`config.mk`:
```
export PLATFORM = sky130hd
export DESIGN_NAME = cdp_lane
export DESIGN_NICKNAME = d
export VERILOG_FILES = /design/src/cdp_pkg.sv /design/src/cdp_lane.sv
export SDC_FILE = /design/constraint.sdc
export NUM_CORES = 2
export LEC_CHECK = 0
export ABC_AREA = 1
export BUFFER_PORTS_ARGS = -buffer_cell sky130_fd_sc_hd__buf_4
export CAP_MARGIN = 20
export CORE_UTILIZATION = 45
export DETAILED_ROUTE_END_ITERATION = 12
export PLACE_DENSITY = 0.63
export SLEW_MARGIN = 10
export SYNTH_ARGS = -nofsm -noshare
export SYNTH_HDL_FRONTEND = slang
export SYNTH_SLANG_ARGS = --single-unit
```
`constraint.sdc`:
```
create_clock -name i_clk -period 22.7 [get_ports i_clk]
set_clock_uncertainty 0.1 [all_clocks]
set_input_delay 5.675 -clock i_clk [delete_from_list [all_inputs] [get_ports i_clk]]
set_output_delay 5.675 -clock i_clk [all_outputs]
set_load 0.05 [all_outputs]
```
`src/cdp_pkg.sv`:
```
// Shared types and constants for the coordinate digit projection block.
// No dependencies; compiled first.
`timescale 1ns / 1ps
`default_nettype none
package cdp_pkg;
    localparam int CRD_W     = 32;
    localparam int NUM_W     = 16;
    localparam int DIM_W     = 3;
    localparam int IO_DIMS   = 6;
    localparam int TERM_W    = 54;
    localparam int CNT_W     = 3;
    localparam int CFG_IDX_W = 3;
    localparam int DEF_MAX_TERMS = 7;
    localparam int DEF_NUM_DIMS  = 6;

    // two quotient bits per divider stage
    localparam int DIV_STG   = CRD_W / 2;
    // select, divide, modulo, multiply
    localparam int LANE_LAT  = 1 + DIV_STG + DIV_STG + 1;
    // two adder stages after the lanes
    localparam int PIPE_LAT  = LANE_LAT + 2;

    localparam logic [CFG_IDX_W-1:0] CFG_ACTIVE = CFG_IDX_W'(0);

    typedef struct packed {
        logic [NUM_W-1:0] mult;
        logic [DIM_W-1:0] dst;
        logic [NUM_W-1:0] modu;
        logic [NUM_W-1:0] divi;
        logic [DIM_W-1:0] src;
    } t_term;

    typedef logic [IO_DIMS-1:0][CRD_W-1:0] t_crd_vec;
endpackage
`default_nettype wire

```
`src/cdp_lane.sv`:
```
// One projection term: source select, pipelined divide, modulo and multiply.
// Depends on cdp_pkg.
`timescale 1ns / 1ps
`default_nettype none
module cdp_lane import cdp_pkg::*; #(
    parameter int NUM_DIMS = DEF_NUM_DIMS
) (
    input  wire logic             i_clk,
    input  wire logic             i_en,
    input  wire t_crd_vec         i_src,
    input  wire t_term            i_term,
    input  wire logic             i_on,
    output logic [CRD_W-1:0]      o_prod
);
    // one restoring step: shift in the top dividend bit, subtract if it fits
    function automatic logic [NUM_W+CRD_W-1:0] f_step(input logic [NUM_W-1:0] rem,
                                                      input logic [CRD_W-1:0] w,
                                                      input logic [NUM_W-1:0] d);
        logic [NUM_W:0] t;
        logic [NUM_W:0] diff;
        t    = {rem, w[CRD_W-1]};
        diff = t - {1'b0, d};
        if (!diff[NUM_W]) begin
            return {diff[NUM_W-1:0], w[CRD_W-2:0], 1'b1};
        end
        return {t[NUM_W-1:0], w[CRD_W-2:0], 1'b0};
    endfunction

    function automatic logic [NUM_W+CRD_W-1:0] f_two(input logic [NUM_W-1:0] rem,
                                                     input logic [CRD_W-1:0] w,
                                                     input logic [NUM_W-1:0] d);
        logic [NUM_W+CRD_W-1:0] s;
        s = f_step(rem, w, d);
        return f_step(s[NUM_W+CRD_W-1:CRD_W], s[CRD_W-1:0], d);
    endfunction

    logic [NUM_W-1:0] w_div;
    logic [NUM_W-1:0] w_mod;
    logic             w_src_ok;
    logic [CRD_W-1:0] w_sel;
    logic [CRD_W-1:0] w_dig;

    logic [NUM_W-1:0] r_dr [0:DIV_STG];
    logic [CRD_W-1:0] r_dw [0:DIV_STG];
    logic [NUM_W-1:0] r_mr [1:DIV_STG];
    logic [CRD_W-1:0] r_mw [1:DIV_STG];
    logic [CRD_W-1:0] r_q  [1:DIV_STG];
    logic [CRD_W-1:0] r_prod;

    assign w_div    = (i_term.divi == '0) ? NUM_W'(1) : i_term.divi;
    assign w_mod    = (i_term.modu == '0) ? NUM_W'(1) : i_term.modu;
    assign w_src_ok = ({1'b0, i_term.src} < (DIM_W+1)'(NUM_DIMS))
                   && ({1'b0, i_term.src} < (DIM_W+1)'(IO_DIMS));
    assign w_sel    = w_src_ok ? i_src[i_term.src] : '0;
    // zero modulus: keep the quotient itself
    assign w_dig    = (i_term.modu == '0) ? r_q[DIV_STG]
                                          : {{(CRD_W-NUM_W){1'b0}}, r_mr[DIV_STG]};

    always_ff @(posedge i_clk) begin
        if (i_en) begin
            r_dr[0] <= '0;
            r_dw[0] <= w_sel;
            for (int k = 1; k <= DIV_STG; k++) begin
                {r_dr[k], r_dw[k]} <= f_two(r_dr[k-1], r_dw[k-1], w_div);
            end
            {r_mr[1], r_mw[1]} <= f_two('0, r_dw[DIV_STG], w_mod);
            r_q[1] <= r_dw[DIV_STG];
            for (int k = 2; k <= DIV_STG; k++) begin
                {r_mr[k], r_mw[k]} <= f_two(r_mr[k-1], r_mw[k-1], w_mod);
                r_q[k] <= r_q[k-1];
            end
            r_prod <= i_on ? CRD_W'(w_dig * {{(CRD_W-NUM_W){1'b0}}, i_term.mult}) : '0;
        end
    end

    assign o_prod = r_prod;
endmodule
`default_nettype wire

```
==> flow_metrics.env <==
export IMPL_io_buffers=277
export IMPL_rows=184
export IMPL_cp_slowest_cell="clkinv_1"
export IMPL_grt_overflow=0
export IMPL_cp_end_kind="flop"
export IMPL_cts_tree="done"
export IMPL_io_pins=281
export IMPL_start_util=0.454
export IMPL_yosysWarningCount=0
export IMPL_ctsResizeCount=0
export IMPL_regToRegSetupSlack_ps=15440
export IMPL_drc_errors=0
export IMPL_fin_tns_setup_ps=0
export IMPL_finalCritPeriodShare=0.594
export IMPL_synthFlopType="edfxtp_1"
export IMPL_clockRootBuffer="clkbuf_16"
export IMPL_synth_edf_count=1584
export IMPL_drv_cap=0
export IMPL_critPathMaxFanout=29
export IMPL_fmax_ghz=0.0742
export IMPL_slew_violations=0
export IMPL_avgViaCountPerCell=5.44
export IMPL_nFillCells=22900
export IMPL_syn_area_um2=115000
export IMPL_hold_viol=0
export IMPL_cts_max_level=4
export IMPL_critPathRequiredTime_ps=23160
export IMPL_worst_setup_path_start_kind="primary input"
export IMPL_rsz0062_at_grt="false"
export IMPL_antenna_found_initial=12
export IMPL_ctsHoldBuffers=0
export IMPL_die_area_um2=257000
export IMPL_grt_pass1_wl_mm=456
export IMPL_path_common_cell="fa_1"
export IMPL_clock_sinks=1584
export IMPL_syn_avg_cell_area_um2=9.25
export IMPL_clockBufferDepth=3
export IMPL_slowest_delay_ps=610
export IMPL_path_clk_slew_ps=60
export IMPL_grt_pass1_vias=86300
export IMPL_post_drt_wl_per_cell_um=17.8
export IMPL_area_growth_pct=10.4
export IMPL_nets=14400
export IMPL_clkLatencyLatePin_ps=860
export IMPL_fp_dieH_um=507
export IMPL_detail_route_antenna_nets=0
export IMPL_hold_class="reg -> reg"
export IMPL_gp_congestion=0.996
export IMPL_vias=88000
export IMPL_yosysSeqAreaShare=0.415
export IMPL_fp_coreArea_um2=252000
export IMPL_initialDrtViolationCount=5981
export IMPL_slew_headroom=0.141
export IMPL_finalSetupViolations=0
export IMPL_cts_setup_buffers=0
export IMPL_grt_usage=0.222
export IMPL_path_class="in -> reg"
export IMPL_tightestPinTransition_ps=1280
export IMPL_synthDistinctLibCells=65
export IMPL_ys_ff_latch=1584
export IMPL_cts_buffers=179
export IMPL_synth_cells=12400
export IMPL_drive_above_1_share=0.0640
export IMPL_hpwl_mm=214
export IMPL_async_flop_share=0
export IMPL_firstDrtPassIters=8
export IMPL_crit_arrival_ps=13930
export IMPL_grt_max_degree=181
export IMPL_drt_total_wl_mm=287
export IMPL_fin_crit_ps=13470
export IMPL_outcome="completed"
export IMPL_die_w_um=507
==> area by class of cell <==
cell class,count,area [um^2],area share
Timing Repair Buffer,352,2730,0.0216
Sequential cell,1584,47600,0.376
Clock buffer,210,4620,0.0365
Inverter,1323,4970,0.0393
Antenna cell,2,5.00,0.0000396
Clock inverter,126,1550,0.0123
Multi-Input combinational cell,9243,60800,0.481
Tap cell,3348,4190,0.0331
==> worst max-delay path, delay by kind of cell <==
| family | cells | cell delay [ps] |
|---|---|---|
| fa+ha+maj | 7 | 3380 |
| compound gates | 9 | 1630 |
| buf+inv | 6 | 1560 |
| simple gates | 7 | 1620 |
==> routing by layer <==
layer / global-route usage / vias to the layer above / wire (um)
met5: 0 / - / 121
met4: 0.0948 / 18 / 12400
met3: 0.0360 / 612 / 15000
met2: 0.381 / 2319 / 138000
met1: 0.275 / 41700 / 122000
li1: - / 43400 / -
==> worst paths after layout <==
| kind | start | endpoint | cells after the start |
|---|---|---|---|
| hold / removal | r_dw[70] | r_dw[40] | 0 |
| setup / recovery | i_term[20] | o_prod[23] | 29 |
| hold reg to reg | r_dw[70] | r_dw[40] | 0 |
| setup reg to reg | r_mr[11] | o_prod[23] | 23 |
==> cell usage in the layout (no fill, tap or decap), types with 35 or more instances in the layout <==
| master | count |
|---|---|
| xnor2_1 | 305 |
| or2_1 | 35 |
| a21boi_0 | 81 |
| fa_1 | 365 |
| a21o_1 | 113 |
| a21oi_1 | 1039 |
| o21ai_0 | 1067 |
| inv_1 | 1281 |
| edfxtp_1 | 1584 |
| o21a_1 | 41 |
| nand2_2 | 43 |
| o21ai_1 | 205 |
| clkinv_1 | 43 |
| buf_4 | 346 |
| nor4_1 | 35 |
| nor2_1 | 708 |
| nand3_1 | 367 |
| ha_1 | 1060 |
| nand3b_1 | 37 |
| o31ai_1 | 37 |
| nor3_1 | 167 |
| xor2_1 | 519 |
| clkbuf_16 | 180 |
| nand2_1 | 2612 |
| a211oi_1 | 52 |
==> state kept, by name (all words and copies together), names as in the netlist <==
name    flops
o_prod     32
r_dw      544
r_mw      225
r_dr      240
r_mr      256
r_q       287
==> synthesized netlist by cell type, drive strengths merged (23+ instances only) <==
| master | instances | area [um^2] |
|---|---|---|
| nand4 | 23 | 144 |
| a21oi | 1045 | 5250 |
| xor2 | 519 | 4550 |
| or2 | 64 | 400 |
| ha | 1060 | 13300 |
| nor2 | 719 | 2770 |
| a21o | 115 | 866 |
| a211oi | 52 | 390 |
| fa | 365 | 7310 |
| nand3b | 37 | 278 |
| o31ai | 37 | 278 |
| nor4 | 35 | 219 |
| buf | 131 | 790 |
| nand2 | 2666 | 10200 |
| o21bai | 56 | 514 |
| nor3 | 172 | 886 |
| o32ai | 32 | 280 |
| o41ai | 32 | 280 |
| nand3 | 368 | 1850 |
| a21boi | 86 | 646 |
| edfxtp | 1584 | 47600 |
| inv | 1315 | 4940 |
| o21ai | 1303 | 6640 |
| xnor2 | 306 | 2690 |
| a221oi | 29 | 254 |
| clkbuf | 116 | 438 |
| o21a | 41 | 308 |
==> logic make-up (layout without fill, tap and decap cells) <==
| group | Yosys count | after routing | share of synthesized area |
|---|---|---|---|
| AO/OA/AOI/OAI | 2879 | 2879 | 0.141 |
| other | 1 | 16 | 0.0000327 |
| AND/OR/NAND/NOR | 4100 | 4100 | 0.147 |
| adder cells (fa/ha/maj) | 1425 | 1425 | 0.180 |
| buffers and inverters | 1570 | 2011 | 0.0541 |
| XOR/XNOR | 825 | 825 | 0.0631 |
| flip-flops | 1584 | 1584 | 0.415 |
==> through the flow <==
stage / setup WS (ps) / util / hold slack [ps] / area (um^2) / instances
global placement: 8510 / 0.477 / 300 / 120000 / 15800
finish: 9230 / 0.502 / 280 / 126000 / 16200
detailed placement: 8440 / 0.477 / 305 / 120000 / 15800
floorplan: 10630 / - / 300 / 115000 / 12400
global route: 8780 / 0.502 / 284 / 126000 / 16200
CTS: 9330 / 0.502 / 268 / 126000 / 16200
Power is not shown: default switching activity piles up to over one toggle a cycle in this logic, so the estimate is an artifact.
